`src/hfsc_pkg.sv`:
```
`timescale 1ns / 1ps
`default_nettype none
package hfsc_pkg;

    localparam int TX_DEPTH = 64;
    localparam int RX_DEPTH = 64;
    localparam int TX_AW    = $clog2(TX_DEPTH);
    localparam int RX_AW    = $clog2(RX_DEPTH);

    localparam int IN_W  = 16;
    localparam int OUT_W = 32;

    localparam logic [7:0] CH_LF = 8'h0A;
    localparam logic [7:0] CH_CR = 8'h0D;

    // action codes
    localparam logic [2:0] ACT_PUT     = 3'd0;
    localparam logic [2:0] ACT_DRE     = 3'd1;
    localparam logic [2:0] ACT_TXC     = 3'd2;
    localparam logic [2:0] ACT_RECV    = 3'd3;
    localparam logic [2:0] ACT_RX_POP  = 3'd4;

    // status codes
    localparam logic [1:0] STAT_OK      = 2'd0;
    localparam logic [1:0] STAT_TX_FULL = 2'd1;
    localparam logic [1:0] STAT_RX_EMPT = 2'd2;

    // signal codes
    localparam logic [2:0] SC_NONE   = 3'd0;
    localparam logic [2:0] SC_KILL   = 3'd1;
    localparam logic [2:0] SC_TERM   = 3'd2;
    localparam logic [2:0] SC_PAUSE  = 3'd3;
    localparam logic [2:0] SC_RESUME = 3'd4;

    // configuration register indexes
    localparam logic [2:0] REG_CRLF   = 3'd0;
    localparam logic [2:0] REG_KILL   = 3'd1;
    localparam logic [2:0] REG_TERM   = 3'd2;
    localparam logic [2:0] REG_PAUSE  = 3'd3;
    localparam logic [2:0] REG_RESUME = 3'd4;

    typedef struct packed {
        logic       crlf_enable;
        logic [7:0] kill_char;
        logic [7:0] terminate_char;
        logic [7:0] pause_char;
        logic [7:0] resume_char;
    } cfg_t;

    typedef struct packed {
        logic             we;
        logic [TX_AW-1:0] waddr;
        logic [7:0]       wdata;
        logic             re;
        logic [TX_AW-1:0] raddr;
    } tx_mem_req_t;

    typedef struct packed {
        logic             we;
        logic [RX_AW-1:0] waddr;
        logic [7:0]       wdata;
        logic             re;
        logic [RX_AW-1:0] raddr;
    } rx_mem_req_t;

    // step a ring position downward, wrapping from slot 1 to slot depth-1
    function automatic logic [TX_AW-1:0] tx_down(input logic [TX_AW-1:0] pos);
        logic [TX_AW-1:0] res;
        if (pos <= TX_AW'(1))
            res = TX_AW'(TX_DEPTH - 1);
        else
            res = pos - TX_AW'(1);
        return res;
    endfunction

    function automatic logic [RX_AW-1:0] rx_down(input logic [RX_AW-1:0] pos);
        logic [RX_AW-1:0] res;
        if (pos <= RX_AW'(1))
            res = RX_AW'(RX_DEPTH - 1);
        else
            res = pos - RX_AW'(1);
        return res;
    endfunction

endpackage
`default_nettype wire

```
`src/hfsc_ram.sv`:
```
`timescale 1ns / 1ps
`default_nettype none
module hfsc_ram #(
    parameter int DEPTH = 64,
    parameter int WIDTH = 8
) (
    input  wire logic                     clk,
    input  wire logic                     we,
    input  wire logic [$clog2(DEPTH)-1:0] waddr,
    input  wire logic [WIDTH-1:0]         wdata,
    input  wire logic                     re,
    input  wire logic [$clog2(DEPTH)-1:0] raddr,
    output      logic [WIDTH-1:0]         rdata
);

    logic [WIDTH-1:0] mem [DEPTH];

    always_ff @(posedge clk)
    begin
        if (we)
        begin
            mem[waddr] <= wdata;
        end
    end

    always_ff @(posedge clk)
    begin
        if (re)
        begin
            rdata <= mem[raddr];
        end
    end

endmodule
`default_nettype wire

```
`src/hfsc_ctrl.sv`:
```
`timescale 1ns / 1ps
`default_nettype none
module hfsc_ctrl
    import hfsc_pkg::*;
(
    input  wire logic             clk,
    input  wire logic             rst_n,
    input  wire cfg_t             cfg,
    input  wire logic             in_valid,
    output      logic             in_ready,
    input  wire logic [2:0]       in_action,
    input  wire logic [7:0]       in_byte,
    input  wire logic             in_tx_ready,
    output      logic             out_valid,
    input  wire logic             out_ready,
    output      logic [OUT_W-1:0] out_data,
    output      tx_mem_req_t      tx_req,
    input  wire logic [7:0]       tx_rdata,
    output      rx_mem_req_t      rx_req,
    input  wire logic [7:0]       rx_rdata
);

    typedef enum logic [3:0] {
        ST_IDLE = 4'b0001,
        ST_WCR  = 4'b0010,
        ST_READ = 4'b0100,
        ST_FIN  = 4'b1000
    } state_t;

    state_t state_reg, state_next;

    logic [TX_AW-1:0] tx_head_reg, tx_head_next, tx_tail_reg, tx_tail_next;
    logic [RX_AW-1:0] rx_head_reg, rx_head_next, rx_tail_reg, rx_tail_next;
    logic             mode_reg, mode_next, irq_reg, irq_next;

    // result of the item in flight
    logic [1:0] status_reg, status_next;
    logic       txv_reg, txv_next;
    logic       rxv_reg, rxv_next;
    logic [2:0] sig_reg, sig_next;
    logic       drop_reg, drop_next;
    logic       cr_pend;

    logic             ovalid_reg;
    logic [OUT_W-1:0] odata_reg;
    logic             out_free;

    logic             accept;
    logic [TX_AW-1:0] nh1, nh2, ntt;
    logic [RX_AW-1:0] rnh, rnt;

    assign in_ready  = (state_reg == ST_IDLE);
    assign accept    = in_valid && in_ready;
    assign out_valid = ovalid_reg;
    assign out_data  = odata_reg;
    assign out_free  = !ovalid_reg || out_ready;

    assign nh1 = tx_down(tx_head_reg);
    assign nh2 = tx_down(nh1);
    assign ntt = tx_down(tx_tail_reg);
    assign rnh = rx_down(rx_head_reg);
    assign rnt = rx_down(rx_tail_reg);

    always_comb
    begin
        state_next   = state_reg;
        tx_head_next = tx_head_reg;
        tx_tail_next = tx_tail_reg;
        rx_head_next = rx_head_reg;
        rx_tail_next = rx_tail_reg;
        mode_next    = mode_reg;
        irq_next     = irq_reg;
        status_next  = status_reg;
        txv_next     = txv_reg;
        rxv_next     = rxv_reg;
        sig_next     = sig_reg;
        drop_next    = drop_reg;
        cr_pend      = 1'b0;

        tx_req       = '0;
        tx_req.wdata = in_byte;
        tx_req.waddr = nh1;
        tx_req.raddr = tx_tail_reg;
        rx_req       = '0;
        rx_req.wdata = in_byte;
        rx_req.waddr = rnh;
        rx_req.raddr = rx_tail_reg;

        unique case (state_reg)
            ST_IDLE:
            begin
                if (accept)
                begin
                    status_next = STAT_OK;
                    txv_next    = 1'b0;
                    rxv_next    = 1'b0;
                    sig_next    = SC_NONE;
                    drop_next   = 1'b0;
                    case (in_action)
                        ACT_PUT:
                        begin
                            if (nh1 == tx_tail_reg)
                            begin
                                status_next = STAT_TX_FULL;
                            end
                            else
                            begin
                                tx_req.we    = 1'b1;
                                tx_head_next = nh1;
                                mode_next    = 1'b1;
                                irq_next     = 1'b1;
                                if (cfg.crlf_enable && in_byte == CH_LF
                                    && nh2 == tx_tail_reg)
                                begin
                                    // LF stays queued, CR does not fit
                                    status_next = STAT_TX_FULL;
                                end
                                else
                                begin
                                    if (cfg.crlf_enable && in_byte == CH_LF)
                                    begin
                                        cr_pend      = 1'b1;
                                        tx_head_next = nh2;
                                    end
                                    // ring is non-empty here
                                    if (in_tx_ready)
                                    begin
                                        tx_tail_next = ntt;
                                        txv_next     = 1'b1;
                                    end
                                end
                            end
                        end
                        ACT_DRE:
                        begin
                            if (tx_head_reg != tx_tail_reg)
                            begin
                                tx_tail_next = ntt;
                                txv_next     = 1'b1;
                            end
                            else
                            begin
                                irq_next = 1'b0;
                            end
                        end
                        ACT_TXC:
                        begin
                            mode_next = 1'b0;
                            irq_next  = 1'b0;
                        end
                        ACT_RECV:
                        begin
                            if (in_byte == cfg.kill_char)
                                sig_next = SC_KILL;
                            else if (in_byte == cfg.terminate_char)
                                sig_next = SC_TERM;
                            else if (in_byte == cfg.pause_char)
                                sig_next = SC_PAUSE;
                            else if (in_byte == cfg.resume_char)
                                sig_next = SC_RESUME;
                            else if (rnh != rx_tail_reg)
                            begin
                                rx_req.we    = 1'b1;
                                rx_head_next = rnh;
                            end
                            else
                                drop_next = 1'b1;
                        end
                        ACT_RX_POP:
                        begin
                            if (rx_head_reg == rx_tail_reg)
                                status_next = STAT_RX_EMPT;
                            else
                            begin
                                rx_tail_next = rnt;
                                rxv_next     = 1'b1;
                            end
                        end
                        default:
                        begin
                        end
                    endcase
                    if (cr_pend)
                        state_next = ST_WCR;
                    else if (txv_next || rxv_next)
                        state_next = ST_READ;
                    else
                        state_next = ST_FIN;
                end
            end
            ST_WCR:
            begin
                // head already points at the CR slot
                tx_req.we    = 1'b1;
                tx_req.waddr = tx_head_reg;
                tx_req.wdata = CH_CR;
                state_next   = txv_reg ? ST_READ : ST_FIN;
            end
            ST_READ:
            begin
                // tail already points at the slot to read
                tx_req.re  = txv_reg;
                rx_req.re  = rxv_reg;
                state_next = ST_FIN;
            end
            ST_FIN:
            begin
                if (out_free)
                    state_next = ST_IDLE;
            end
            default:
            begin
                state_next = ST_IDLE;
            end
        endcase
    end

    always_ff @(posedge clk or negedge rst_n)
    begin
        if (!rst_n)
        begin
            state_reg   <= ST_IDLE;
            tx_head_reg <= TX_AW'(1);
            tx_tail_reg <= TX_AW'(1);
            rx_head_reg <= RX_AW'(1);
            rx_tail_reg <= RX_AW'(1);
            mode_reg    <= 1'b0;
            irq_reg     <= 1'b0;
        end
        else
        begin
            state_reg   <= state_next;
            tx_head_reg <= tx_head_next;
            tx_tail_reg <= tx_tail_next;
            rx_head_reg <= rx_head_next;
            rx_tail_reg <= rx_tail_next;
            mode_reg    <= mode_next;
            irq_reg     <= irq_next;
        end
    end

    always_ff @(posedge clk)
    begin
        status_reg <= status_next;
        txv_reg    <= txv_next;
        rxv_reg    <= rxv_next;
        sig_reg    <= sig_next;
        drop_reg   <= drop_next;
    end

    // output register
    always_ff @(posedge clk or negedge rst_n)
    begin
        if (!rst_n)
        begin
            ovalid_reg <= 1'b0;
        end
        else if (state_reg == ST_FIN && out_free)
        begin
            ovalid_reg <= 1'b1;
        end
        else if (out_ready)
        begin
            ovalid_reg <= 1'b0;
        end
    end

    always_ff @(posedge clk)
    begin
        if (state_reg == ST_FIN && out_free)
        begin
            odata_reg <= {6'b0,
                          rxv_reg ? rx_rdata : 8'h00,
                          rxv_reg, drop_reg, sig_reg, irq_reg, mode_reg,
                          txv_reg ? tx_rdata : 8'h00,
                          txv_reg, status_reg};
        end
    end

endmodule
`default_nettype wire

```
`src/half_duplex_serial_fifo_controller.sv`:
```
`timescale 1ns / 1ps
`default_nettype none
// Half-duplex serial FIFO controller: transmit ring and receive ring with
// line direction and transmit interrupt tracking.
// Input stream (s_axis): one beat per event - put byte, data register
// empty, transmit complete, byte received, receive pop.
// Output stream (m_axis): exactly one result beat per input beat, in order.
// Config port: cfg_wr_en/cfg_index/cfg_wdata, write only, while idle.
// Sequence: after the input beat the sequencer goes through the CR write
// state for an LF put under CR/LF, the ring read state for events that
// send or pop a byte, then the finish state that loads the output register.
// The sequencer takes the next input beat only once it is back in idle; it
// walks the one write port and the one read port of each ring RAM (CR
// write, then read of the new tail slot, registered read data).
// The input is taken again as soon as the sequencer is back in idle, even
// while the previous result beat is still waiting in the output register.
// If the receiver stalls, at most one further beat completes and holds in
// the sequencer until the output register frees up.
// Reset: all ring pointers go to slot 1 (both rings empty), receive
// direction, transmit interrupt off, config to defaults. Ring RAMs are not
// cleared and need no clearing pass.
module half_duplex_serial_fifo_controller
    import hfsc_pkg::*;
(
    input  wire logic             clk,
    input  wire logic             rst_n,
    input  wire logic             s_axis_tvalid,
    output      logic             s_axis_tready,
    // [2:0] action, [10:3] data_byte, [11] tx_reg_ready, [15:12] zero
    input  wire logic [IN_W-1:0]  s_axis_tdata,
    output      logic             m_axis_tvalid,
    input  wire logic             m_axis_tready,
    // [1:0] status, [2] tx_valid, [10:3] tx_byte, [11] drive_enable,
    // [12] tx_irq_enable, [15:13] signal_code, [16] rx_dropped,
    // [17] rx_valid, [25:18] rx_byte, [31:26] zero
    output      logic [OUT_W-1:0] m_axis_tdata,
    input  wire logic             cfg_wr_en,
    input  wire logic [2:0]       cfg_index,
    input  wire logic [7:0]       cfg_wdata
);

    cfg_t        cfg_reg;
    tx_mem_req_t tx_req;
    rx_mem_req_t rx_req;
    logic [7:0]  tx_rdata, rx_rdata;

    // config registers; writes beyond the list are ignored
    always_ff @(posedge clk or negedge rst_n)
    begin
        if (!rst_n)
        begin
            cfg_reg.crlf_enable    <= 1'b0;
            cfg_reg.kill_char      <= 8'd3;
            cfg_reg.terminate_char <= 8'd4;
            cfg_reg.pause_char     <= 8'd19;
            cfg_reg.resume_char    <= 8'd17;
        end
        else if (cfg_wr_en)
        begin
            unique case (cfg_index)
                REG_CRLF:   cfg_reg.crlf_enable    <= cfg_wdata[0];
                REG_KILL:   cfg_reg.kill_char      <= cfg_wdata;
                REG_TERM:   cfg_reg.terminate_char <= cfg_wdata;
                REG_PAUSE:  cfg_reg.pause_char     <= cfg_wdata;
                REG_RESUME: cfg_reg.resume_char    <= cfg_wdata;
                default:
                begin
                end
            endcase
        end
    end

    // sequencer, ring pointers and output register
    hfsc_ctrl u_ctrl (
        .clk         (clk),
        .rst_n       (rst_n),
        .cfg         (cfg_reg),
        .in_valid    (s_axis_tvalid),
        .in_ready    (s_axis_tready),
        .in_action   (s_axis_tdata[2:0]),
        .in_byte     (s_axis_tdata[10:3]),
        .in_tx_ready (s_axis_tdata[11]),
        .out_valid   (m_axis_tvalid),
        .out_ready   (m_axis_tready),
        .out_data    (m_axis_tdata),
        .tx_req      (tx_req),
        .tx_rdata    (tx_rdata),
        .rx_req      (rx_req),
        .rx_rdata    (rx_rdata)
    );

    // transmit ring storage
    hfsc_ram #(
        .DEPTH (TX_DEPTH),
        .WIDTH (8)
    ) u_tx_ram (
        .clk   (clk),
        .we    (tx_req.we),
        .waddr (tx_req.waddr),
        .wdata (tx_req.wdata),
        .re    (tx_req.re),
        .raddr (tx_req.raddr),
        .rdata (tx_rdata)
    );

    // receive ring storage
    hfsc_ram #(
        .DEPTH (RX_DEPTH),
        .WIDTH (8)
    ) u_rx_ram (
        .clk   (clk),
        .we    (rx_req.we),
        .waddr (rx_req.waddr),
        .wdata (rx_req.wdata),
        .re    (rx_req.re),
        .raddr (rx_req.raddr),
        .rdata (rx_rdata)
    );

endmodule
`default_nettype wire
```
`config.mk`:
```
export PLATFORM = sky130hd
export DESIGN_NAME = half_duplex_serial_fifo_controller
export DESIGN_NICKNAME = d
export VERILOG_FILES = /design/src/hfsc_pkg.sv /design/src/hfsc_ram.sv /design/src/hfsc_ctrl.sv /design/src/half_duplex_serial_fifo_controller.sv
export SDC_FILE = /design/constraint.sdc
export NUM_CORES = 1
export LEC_CHECK = 0
export ABC_AREA = 1
export BUFFER_PORTS_ARGS = -buffer_cell sky130_fd_sc_hd__buf_2
export CORE_AREA = 2 2 324 326
export CTS_CLUSTER_DIAMETER = 120
export DETAILED_ROUTE_END_ITERATION = 16
export DIE_AREA = 0 0 326 328
export PLACE_DENSITY = 0.66
export SLEW_MARGIN = 20
export SYNTH_ARGS = -nofsm -noshare
export SYNTH_HDL_FRONTEND = slang
export SYNTH_SLANG_ARGS = --single-unit
```
`constraint.sdc`:
```
create_clock -name clk -period 4.6 [get_ports clk]
set_input_delay 0.46 -clock clk [delete_from_list [all_inputs] [get_ports clk]]
set_output_delay 0.46 -clock clk [all_outputs]
set_load 0.01 [all_outputs]
```
# == Word-level counts from Yosys, hierarchy flattened ==
# Memories as Yosys holds them, arrays and structs flattened. A register that Yosys moved wholly into a read port is not among the register bits.
# Index checks and enable logic that the tools add are counted.
# word_totals
elab_cells,169
output_inout_bits,34
inputBits,32
reg_bits,98
mem_bits_rw,1024
mem_count,2
# classes
n_reduce_logical,29
n_lt_le_gt_ge,5
addsub,5
eq_ne,29
muxes,69
bitwise_logic,7
# memory_table
name,depth,width,read_ports,rd_clocked_by_memory_dff,write_ports,line_no,text
u_rx_ram.mem,64,8,1,1,1,hfsc_ram.sv:16,logic [WIDTH-1:0] mem [DEPTH];
u_tx_ram.mem,64,8,1,1,1,hfsc_ram.sv:16,
# op_table
op,n
$mux 6,11
$mux 1,40
$eq 8x8->1,4
$le 6x1->1 const B,5
$sub 6x1->6 const B,5
$mux 4,5
$eq 6x6->1,3
$pmux 4 s4,1
$mux 14,1
$reduce_and 2->1,7
$eq 3x2->1 const B,4
$ne 6x6->1,2
$pmux 6 s2,1
$reduce_and 4->1,3
$ne 2x2->1 const B,5
$eq 8x4->1 const B,1
$mux 2,4
$reduce_and 8->1,1
$not 1->1,7
$reduce_and 7->1,1
$eq 3x1->1 const B,2
$eq 3x3->1 const B,2
$logic_not 3->1,2
$pmux 1 s2,3
other kinds (17),24

# == Longest topological paths before layout ==
# Gate-level depths: netlist of the first run.
# logic_depth
depth_word,16
depth_mapped,23
ltp_nobuf,23

# == Modules after synthesis ==
# From an unflattened synthesis of the first run, not the netlist that was laid out.
# unflattened
hier_cells,4381
area_unflattened_um2,48703.0
# by_module_without_submodules
module,cells_per_inst,area_per_inst_um2,seq_area_each_um2,instances
hfsc_ram at u_tx_ram,1805,21419.3,15615.0,1
hfsc_ram at u_rx_ram,1822,21371.7,15615.0,1
hfsc_ctrl,600,4544.4,1803.0,1
half_duplex_serial_fifo_controller,154,1367.6,835.8,1

# == Least setup slack after synthesis of the first run ==
# Ideal clock, no wire load.
# synth_path
kind,register -> register
start,register u_ctrl.tx_head_reg[0]
end,memory u_tx_ram.mem[46][0] (enable)
t_arrival_ns,2.959
required_ns,4.205
path_stages_with_launch,15
setup_time_ns,0.395
period_less_slack_ns,3.354
path_slack_ns,1.246
n_path_buf,0
path_cell_list,dfstp_2 inv_1 ha_1 xnor2_1 nand2_4 xor2_1 nand3_1 nor3_2 nand2_1 nand2_1 inv_2 nand2_2 nand2_2 nand2_1 nor4_1
# synth_via
elab_chain_cells,9
word_cells_on_any_way,11
cone_classes,add/sub (1); order compare (1); eq/ne (1); mux (8)
# synth_lines
item,line_no,text
"start, declared",hfsc_ctrl.sv:32,"logic [TX_AW-1:0] tx_head_reg, tx_head_next, tx_tail_reg, tx_tail_next;"
"start signal, assigned",hfsc_ctrl.sv:233,tx_head_reg <= tx_head_next;
$sub 6x1->6 or $le 6x1->1 (tied branches),"hfsc_pkg.sv:72, hfsc_pkg.sv:69",
$mux 6,hfsc_pkg.sv:69,if (pos <= TX_AW'(1))
$eq 6x6->1,hfsc_ctrl.sv:102,if (nh1 == tx_tail_reg)
$mux 1,hfsc_ctrl.sv:102,
$mux 1,hfsc_ctrl.sv:99,case (in_action)
$mux 1,hfsc_ctrl.sv:92,if (accept)
$pmux 1 s2,hfsc_ctrl.sv:89,unique case (state_reg)
$mux 1,hfsc_ram.sv:20,if (we)
$mux 1 (not written as such),hfsc_ram.sv:22,mem[waddr] <= wdata;
"end, declared",hfsc_ram.sv:16,
# Several ways; a longest one is shown, not always the timed one.

# == Worst setup path in the final report of the first run ==
# layout_path
start,register u_ctrl.rx_head_reg[0]
end,memory u_rx_ram.mem[45][3] (enable)
# layout_via
elab_chain_cells,13
word_cells_on_any_way,14
cone_classes,add/sub (1); order compare (1); eq/ne (1); mux (11)
# layout_lines
item,line_no,text
"start, declared",hfsc_ctrl.sv:33,"logic [RX_AW-1:0] rx_head_reg, rx_head_next, rx_tail_reg, rx_tail_next;"
"start signal, assigned",hfsc_ctrl.sv:235,rx_head_reg <= rx_head_next;
$sub 6x1->6 or $le 6x1->1 (tied branches),"hfsc_pkg.sv:81, hfsc_pkg.sv:78",
$mux 6 *,hfsc_pkg.sv:78,if (pos <= RX_AW'(1))
$ne 6x6->1,hfsc_ctrl.sv:161,else if (rnh != rx_tail_reg)
$mux 1,hfsc_ctrl.sv:161,
$mux 1,hfsc_ctrl.sv:159,else if (in_byte == cfg.resume_char)
$mux 1,hfsc_ctrl.sv:157,else if (in_byte == cfg.pause_char)
$mux 1,hfsc_ctrl.sv:155,else if (in_byte == cfg.terminate_char)
$mux 1,hfsc_ctrl.sv:153,if (in_byte == cfg.kill_char)
$mux 1,hfsc_ctrl.sv:99,
$mux 1,hfsc_ctrl.sv:92,
$mux 1,hfsc_ctrl.sv:89,
$mux 1,hfsc_ram.sv:20,
$mux 1 (not written as such),hfsc_ram.sv:22,
"end, declared",hfsc_ram.sv:16,
# Mark *: on every way between the ends. The rest lies on a longest branch, timed or not.

==> impl_summary.md, run 1 <==
Cells and area
After routing the design area is 52030 sq um. Leaving out fill and tap cells, the most frequent cell in the layout is sky130_fd_sc_hd__edfxtp_1. The final net count is 3814. The area growth from synthesis to layout is 12.33%.

The number of standard cells in the final layout excluding fillers is 5239. The fraction of final layout cells with drive strength greater than 1 is 0.1091. The library cells used most frequently in the layout, excluding fill and tap cells, are sky130_fd_sc_hd__edfxtp_1 (1074), sky130_fd_sc_hd__nor2_1 (697), sky130_fd_sc_hd__o21ai_0 (560).

Global route
The aggregate global-route resource usage is 0.2183. The largest net degree at the start of global routing is ~170. The overflow left after global routing is 0. The number of global-route vias before repair was ~29000. The number of antenna violations at the first check in global routing is 3. The first global-routing pass estimated 178200 um of wire.

Logic synthesis
The synthesized design contains 1074 enable-type register cells. The async set-or-reset flop fraction in the synthesized netlist is 0.05624. The total of warnings raised by yosys is 0. The proportion of synthesized chip area in sequential cells is 0.7312.

The summed instance area of the synthesized netlist is approximately 46000 sq um. The number of standard cells after synthesis is 3708. The most instantiated flip-flop cell in the synthesis netlist is sky130_fd_sc_hd__edfxtp_1.

The area share of the largest cell type after synthesis is 0.6962. By area the synthesized netlist is led by sky130_fd_sc_hd__edfxtp_1 (70%), sky130_fd_sc_hd__o21ai_0 (6.1%), sky130_fd_sc_hd__nor2_1 (5.7%), sky130_fd_sc_hd__dfrtp_1 (2.8%), sky130_fd_sc_hd__o22ai_1 (2.3%). In this run, synthesis produced a sequential element count of 1138. Counting distinct cell types in the post-synthesis netlist gives 53. The biggest area consumer among synthesized cells is sky130_fd_sc_hd__edfxtp_1. Averaged over all synthesized cells, the footprint is 12.49 sq um.

Setup path
The top fanout value on the critical path is 13. The cell with the largest stage delay on the worst path is sky130_fd_sc_hd__nor2_1. The critical path is of the reg2reg type. In this run the worst setup path terminates at u_rx_ram.mem[45][3]. In this run the critical register-to-register path is launched from u_ctrl.rx_head_reg[0].

At the worst endpoint, the required time is ~4.9 ns. The endpoint identified for the worst register-to-register timing path is u_rx_ram.mem[45][3]. The startpoint class of the critical path is a register. STA classifies the critical path endpoint as a register. The critical path goes through inv_1 > ha_1 > o21ai_0 > inv_1 > nand2_1 > inv_1 > nor3_2 > xor2_1 > a211oi_1 > nand3_1 > nand2_2 > nor2_1 > nand2_1 > nor2_1.

The first element of the critical path is u_ctrl.rx_head_reg[0]. Data on the critical path arrives at its endpoint at 4.36 ns. The count of buffering cells on the critical path with inverters included is 3. The critical path crosses 14 cells after its start point.

The most repeated library cell on the critical path is sky130_fd_sc_hd__inv_1. The register-to-register setup slack is 0.56 ns. The delay of the slowest cell on the worst path is 0.67 ns. The cell count of the worst reg-to-reg path is 14. Broken down by cell family, the worst path's largest delay share belongs to simple AND/OR/NAND/NOR gates.

Route
The total DRC errors in the routed layout is 0. After detailed routing, the average wire length per cell comes to 22.54 um. The first detailed-routing pass took 6 iterations. The ratio of routed vias to standard cells is 5.709. The routed design has between 100000 and 150000 um of wire. The starting DRC count in detailed routing is between 3000 and 4000. The final route contains 29910 vias. The count of nets left with antenna violations once routing finished came out at 0.

STA
The final hold violation count is 0. The final period demand of the worst path is 4.039 ns. Setup violations remaining at the end of the flow were counted as 0. The share of the clock period used by the worst path after layout is 0.8781. Clock skew on the completed layout was measured at 0.03714 ns.

For the pin with the worst max-slew slack, the measured transition is 1.110 ns. Setup slack on the critical path of the routed design comes to about 0.56 ns. Setup repair after global routing left no endpoint under its margin. The timing-limited maximum frequency is 247.6 MHz.

The number of max-slew violations in the final report was 0. The worst slew margin relative to its limit is 0.2582. The setup TNS is 0 ns.

Place
The half-perimeter wire length after detailed placement is around 70000 um. The worst slack at placement is 0.6920 ns. The number of placed instances, taps included, is 5036. The placement-stage cell area is about 49000 sq um. The final RePlAce weighted congestion is 0.8850.

Buffers placed on the I/O ports in this run total 55.

Floorplanning
The initial core utilization is 0.4488. The total area inside the core boundary comes to around 100000 sq um. The standard-cell row count is 118. The number of top-level design ports is 66. In this run the horizontal extent of the chip is 326 um. The die is 328 um tall. The die covers 106900 sq um.

Clocking
The clock buffer count from CTS is ~110. The number of post-CTS setup repair buffers is 0. The tree is rooted in a sky130_fd_sc_hd__clkbuf_16. The number of gates resized after cts is 0. The largest buffer count on any clock path is 3. The clock latency on the worst-skew pair is ~0.72 ns. The H-tree was split into 3 levels.

Clock tree synthesis found a total of 1138 sinks. The number of buffers inserted by hold repair at cts is 1. TritonCTS built the clock tree. The clock input transition at the sequential cells of the worst setup and hold paths is 0.06 ns.

Hold path
Counting instances, the worst hold path has a depth of 3. The worst hold path belongs to the class in2reg. In this run the most critical hold path is launched from s_axis_tdata[0].

Power and ir drop
For this design the ratio of total power to cell area is 578.2 nW/um^2. IR analysis of the VDD net gives a maximum drop of approximately 0.00041 V. The analysis attributes to cell leakage a power of between 15 and 20 nW.

Status
The flow ran to the end, and the final reports show no timing, DRC or antenna violations.

Job
Across the run, the number of max-cap violations was 0.
-- metrics by stage --
stage | hold slack [ns] | util | total power [W]
after floorplan | 0.1644 | - | 0.01818
after global placement | 0.4089 | 0.4700 | 0.02123
after detailed placement | 0.4122 | 0.4700 | 0.02140
after CTS | 0.008475 | 0.5042 | 0.03015
after global routing | 0.02851 | 0.5042 | 0.03147
final | 0.05274 | 0.5042 | 0.03009
-- cells by family after synthesis --
family                   count (synthesis)  synth area share
XOR/XNOR                                35          0.006618
adder cells (fa/ha/maj)                 10          0.002701
other                                    1        0.00008096
AND/OR/NAND/NOR                       1192            0.1061
flip-flops                            1138            0.7312
AO/OA/AOI/OAI                          974            0.1230
buffers and inverters                  358           0.03036
-- final cells by class --
class | count | area, sq um
antenna | 1 | 2.502
clock buffer | 147 | 3038
clock inverter | 54 | 483.0
fill | 8846 | 51170
inverter | 120 | 462.9
multi-input combinational | 2217 | 11130
sequential | 1138 | 33890
tap | 1380 | 1727
timing repair buffer | 182 | 1309
-- where the power goes --
group	internal, W	switching, W	leakage, nW
clock	0.00493	0.00388	1.70
combinational	0.00257	0.00659	5.12
sequential	0.0117	0.000420	10.4
total	0.0192	0.0109	17.2
-- routing by layer --
layer / global-route usage / routed length, um
met1: 0.2944 / 48680
met2: 0.3593 / 56660
met3: 0.03086 / 7948
met4: 0.08616 / 4808
met5: 0 / 0
-- Yosys cell counts, types with 3 or more instances --
cell and number:
sky130_fd_sc_hd__o21ai_0 560, sky130_fd_sc_hd__nand3_4 4, sky130_fd_sc_hd__nor2_2 6, sky130_fd_sc_hd__buf_4 8, sky130_fd_sc_hd__nor4_1 6, sky130_fd_sc_hd__a221o_1 4
sky130_fd_sc_hd__a221oi_1 3, sky130_fd_sc_hd__o221ai_1 94, sky130_fd_sc_hd__inv_2 9, sky130_fd_sc_hd__xnor2_1 15, sky130_fd_sc_hd__nand4_1 22, sky130_fd_sc_hd__clkbuf_1 205
sky130_fd_sc_hd__buf_2 12, sky130_fd_sc_hd__o22ai_1 171, sky130_fd_sc_hd__xor2_1 20, sky130_fd_sc_hd__a32o_1 6, sky130_fd_sc_hd__nand2_2 13, sky130_fd_sc_hd__nor2_4 3
sky130_fd_sc_hd__o21ai_1 14, sky130_fd_sc_hd__inv_1 111, sky130_fd_sc_hd__a21oi_1 47, sky130_fd_sc_hd__nor2_1 707, sky130_fd_sc_hd__dfstp_2 13, sky130_fd_sc_hd__ha_1 10
sky130_fd_sc_hd__a31oi_1 17, sky130_fd_sc_hd__o211ai_1 38, sky130_fd_sc_hd__or2_2 6, sky130_fd_sc_hd__dfrtp_1 51, sky130_fd_sc_hd__edfxtp_1 1074, sky130_fd_sc_hd__nor3_1 9
sky130_fd_sc_hd__a211oi_1 3, sky130_fd_sc_hd__nor3_2 3, sky130_fd_sc_hd__o21ai_2 6, sky130_fd_sc_hd__buf_1 9, sky130_fd_sc_hd__a21oi_2 4, sky130_fd_sc_hd__nand3_1 120
sky130_fd_sc_hd__nand2_1 284
-- tightest hold or removal path, stage by stage --
cell and delay (ns):
sky130_fd_sc_hd__buf_2 0.12, sky130_fd_sc_hd__o31ai_1 0.08, sky130_fd_sc_hd__nand2_1 0.05
-- how the worst min path moves through the flow --
stage                     endpoint
2_1_floorplan          cfg_reg[10]
3_3_place_gp    u_ctrl.out_data[0]
3_5_place_dp   u_ctrl.out_data[16]
4_1_cts            u_ctrl.mode_reg
5_1_grt            u_ctrl.mode_reg
6_report           u_ctrl.mode_reg
(Power assumes the default switching activity.)
==> run 2: changes to the inputs <==
--- a/config.mk
+++ b/config.mk
@@ -5,12 +5,11 @@
 export SDC_FILE = /design/constraint.sdc
 export NUM_CORES = 1
 export LEC_CHECK = 0
-export ABC_AREA = 1
 export BUFFER_PORTS_ARGS = -buffer_cell sky130_fd_sc_hd__buf_2
-export CORE_AREA = 2 2 324 326
+export CORE_AREA = 2 2 322 324
 export CTS_CLUSTER_DIAMETER = 120
 export DETAILED_ROUTE_END_ITERATION = 16
-export DIE_AREA = 0 0 326 328
+export DIE_AREA = 0 0 324 326
 export PLACE_DENSITY = 0.66
 export SLEW_MARGIN = 20
 export SYNTH_ARGS = -nofsm -noshare
==> run 2 against run 1 <==
Wire length is 14% lower. Critical path depth is 2 lower. Total power is 0.39% lower. Critical path type unchanged. Highest routed layer unchanged.
==> impl_summary.md, run 2 <==
STA
The worst-margin pin slew is roughly 1.1 ns. Setup slack closes at around 0.44 ns. Setup repair after global routing left no endpoint under its margin. Setup violations remaining at the end of the flow were counted as 0. The number of max-slew violations in the final report is 0. The timing-limited maximum frequency is 240.4 MHz. The final hold violation count was 0. The final period demand of the worst path is 4.161 ns.

The largest clock skew in the final design is 0.02809 ns. Setup total negative slack on the finished layout was measured at 0 ns. The worst slew margin relative to its limit is 0.2869. Of the available clock period, the critical path in the final layout requires 0.9045.

Global route
Across every metal layer, demand over resource in global routing totals 0.1942. Global routing finished with a remaining overflow of 0. The number of antenna violations at the first check in global routing is 2. The first-pass GRT wire length is about 150000 um.

The largest net degree at the start of global routing is around 130. The number of global-route vias before repair came to ~23000.

Setup path
The cell with the largest stage delay on the worst path is sky130_fd_sc_hd__dfstp_2. The most repeated library cell on the critical path is sky130_fd_sc_hd__xnor2_1. On the worst path, the slowest cell contributes a delay of 0.68 ns. The critical path is of the reg2reg type. The register-to-register setup slack is 0.44 ns. Of all nets on the critical path, the largest fanout is 15. The kind of capture point of the worst setup path is a register. Among cell families on the critical path, the largest total delay comes from simple AND/OR/NAND/NOR gates. The worst setup path is launched from a register. The count of buffering cells on the critical path with inverters included is 2. The arrival time reported for the critical path endpoint is 4.48 ns. The signal on the critical path passes through inv_1 > ha_1 > xnor2_1 > xnor2_1 > nor3_1 > a21oi_1 > o21ai_0 > nand4_1 > nor4bb_4 > nand3_1 > buf_4 > nor2_1.

The data required time of the worst path is 4.92 ns.

Place
The count of buffers inserted at the top-level ports is 55. The instance count after placement with tap cells included is 3710. After legalization and detailed placement, the total HPWL measured 63580 um. The congestion estimate from routability-driven global placement came to 0.8584. At the placement stage, the worst setup path has a slack of 0.3673 ns.

Cells and area
The total inserted antenna cells is 0. The layout has ~7900 filler cells. The growth of design area from synthesis to finish is 14.68%.

The most common cell after layout, fill and taps aside is sky130_fd_sc_hd__edfxtp_1. In the layout the commonest cells are sky130_fd_sc_hd__edfxtp_1 (1074), sky130_fd_sc_hd__mux4_2 (336), sky130_fd_sc_hd__buf_4 (179). The final net count is 2485. Of the cells placed in the final design, the portion with a size suffix greater than 1 is 0.3221.

Excluding fillers, the count of instances in the completed layout stands at 3913.

Route
The total iterations of the first detailed-routing run is 5. The total DRC errors in the routed layout is 0. After detailed routing, the met2 layer carries 48180 um of wire.

The mean routed wirelength per cell is 26.02 um. The detailed router finished its first iteration with 2867 violations. Dividing the detail-routed via count by the number of cells gives ~5.8.

The post-detailed-routing wire length is around 100000 um. Across all layers, the routed design uses approximately 23000 vias. After detailed routing, the met3 layer carries 8183 um of wire. The final antenna-violating net count is 0. For this block, wires on met1 add up to 43970 um. The highest layer used for signal routing is met4.

Floorplanning
The initial core utilization is 0.4451. After floorplanning, the core was divided into approximately 120 placement rows. 66 I/O pins were placed. From left edge to right edge, the die measures 324 um. After floorplanning, the core was sized to cover slightly above 100000 sq um. The floorplan step defined a die boundary enclosing 105600 sq um. The die height is 326 um.

Logic synthesis
The summed instance area of the synthesized netlist is approximately 46000 sq um. The biggest area consumer among synthesized cells is sky130_fd_sc_hd__edfxtp_1. The distinct cell type count of the synthesized netlist is 76. In the synthesized netlist the async set-or-reset flop fraction comes to 0.05624.

The most numerous cell in the Yosys netlist is sky130_fd_sc_hd__edfxtp_1. The number of enable flip-flop cells after synthesis is 1074. The area share of the largest cell type after synthesis is 0.7061. The most used flip-flop cell after synthesis is sky130_fd_sc_hd__edfxtp_1. Counting every instance in the synthesized netlist gives 2209. The proportion of synthesized chip area in sequential cells is 0.7415. In this run, synthesis produced a sequential element count of 1138.

The total of warnings raised by yosys is 0. Sorting the synthesized cells by area gives the leading types as sky130_fd_sc_hd__edfxtp_1 (71%), sky130_fd_sc_hd__mux4_2 (17%), sky130_fd_sc_hd__dfrtp_1 (2.8%), sky130_fd_sc_hd__nor2_1 (1.4%), sky130_fd_sc_hd__mux2_2 (0.84%). By count the netlist is led by sky130_fd_sc_hd__edfxtp_1 (1074), sky130_fd_sc_hd__mux4_2 (336), sky130_fd_sc_hd__nor2_1 (173), sky130_fd_sc_hd__clkbuf_1 (72), sky130_fd_sc_hd__dfrtp_1 (51). The average instance in the mapped netlist occupies 20.68 sq um.

Clocking
At the later pin of the worst-skew pair, clock insertion delay measures 0.71 ns. The clock buffer count from CTS is about 110. Post-CTS repair changed the size of 0 cells.

TritonCTS built the clock tree. After clock tree synthesis, the clock-pin slew on the worst setup and hold paths is 0.06 ns. Clock tree synthesis found a total of ~1100 sinks. In this run the deepest clock path goes through 3 buffers. Post-CTS timing repair inserted 0 buffers for setup.

The level count of the clock H-tree is 3. The buffer type at the clock tree root is sky130_fd_sc_hd__clkbuf_16.

Power and ir drop
The power per standard cell area is 572.2 nW/um^2. In this run the static leakage power is 16.97 nW. The maximum vdd ir drop is around 0.00092 V. The post-layout total power is 0.02997 W.

Status
The run finished with clean final reports.

Job
Across the run, the number of max-cap violations was 0.

Hold path
The tightest min-delay check is of the in2reg type.
## run 2: routing by layer
| layer | vias to the layer above | global-route usage |
|---|---|---|
| met3 | 113 | 0.03413 |
| met5 | - | 0 |
| met4 | 0 | 0.04237 |
| met1 | 11920 | 0.2929 |
| li1 | 9558 | - |
| met2 | 936 | 0.2986 |
## run 2: cell type report
| cell class | instances | area, sq um | area share |
|---|---|---|---|
| clock buffer | 136 | 2849 | 0.05439 |
| timing repair buffer | 241 | 1772 | 0.03382 |
| tap | 1380 | 1727 | 0.03296 |
| sequential | 1138 | 33890 | 0.6470 |
| clock inverter | 65 | 784.5 | 0.01498 |
| inverter | 20 | 75.07 | 0.001433 |
| multi-input combinational | 933 | 11290 | 0.2155 |
## run 2: path summary, 6_finish.rpt
| check | start | cells after the start | end |
|---|---|---|---|
| max reg2reg | u_ctrl.rx_head_reg[0] | 12 | u_rx_ram.mem[13][2] |
| max in group asynchronous | rst_n | 3 | u_ctrl.tx_tail_reg[0] |
| min in group asynchronous | rst_n | 2 | cfg_reg[30] |
| min | cfg_wdata[5] | 2 | cfg_reg[5] |
| min reg2reg | u_ctrl.status_reg[0] | 0 | u_ctrl.out_data[0] |
| max | u_ctrl.rx_head_reg[0] | 12 | u_rx_ram.mem[13][2] |
## run 2: cell families after synthesis
| group | Yosys count | synth area share |
|---|---|---|
| AOI/OAI and AO/OA | 114 | 0.01816 |
| muxes | 370 | 0.1741 |
| and+or+nand+nor | 371 | 0.03868 |
| other | 1 | 0.00008210 |
| DFF | 1138 | 0.7415 |
| buffers and inverters | 143 | 0.01290 |
| xor gates and xnor gates | 62 | 0.01189 |
| adders and majority gates | 10 | 0.002739 |
## run 2: worst reg2reg max path: stages, from the launching register on
cell	delay (ns)
sky130_fd_sc_hd__dfstp_2	0.68
sky130_fd_sc_hd__inv_1	0.13
sky130_fd_sc_hd__ha_1	0.32
sky130_fd_sc_hd__xnor2_1	0.42
sky130_fd_sc_hd__xnor2_1	0.17
sky130_fd_sc_hd__nor3_1	0.06
sky130_fd_sc_hd__a21oi_1	0.13
sky130_fd_sc_hd__o21ai_0	0.09
sky130_fd_sc_hd__nand4_1	0.22
sky130_fd_sc_hd__nor4bb_4	0.49
sky130_fd_sc_hd__nand3_1	0.25
sky130_fd_sc_hd__buf_4	0.24
sky130_fd_sc_hd__nor2_1	0.58
## run 2: what timing repair did
item,4_1_cts,5_1_grt
hold buffers,1,0
endpoints found under the setup margin,0,0
endpoints found under the hold margin,35,0
## run 2: power by group
part           total [W]  switching [W]  internal [W]
clock network    0.00904        0.00383       0.00521
registers         0.0122       0.000530        0.0117
logic            0.00870        0.00463       0.00407
## run 2: stage by stage
stage | area, sq um | hold WS [ns] | util
2_1_floorplan | 45700 | 0.1644 | -
3_3_place_gp | 48700 | 0.4066 | 0.4746
3_5_place_dp | 48700 | 0.4045 | 0.4746
4_1_cts | 52350 | 0.00008799 | 0.5101
5_1_grt | 52380 | 0.01799 | 0.5105
6_report | 52380 | 0.03883 | 0.5105
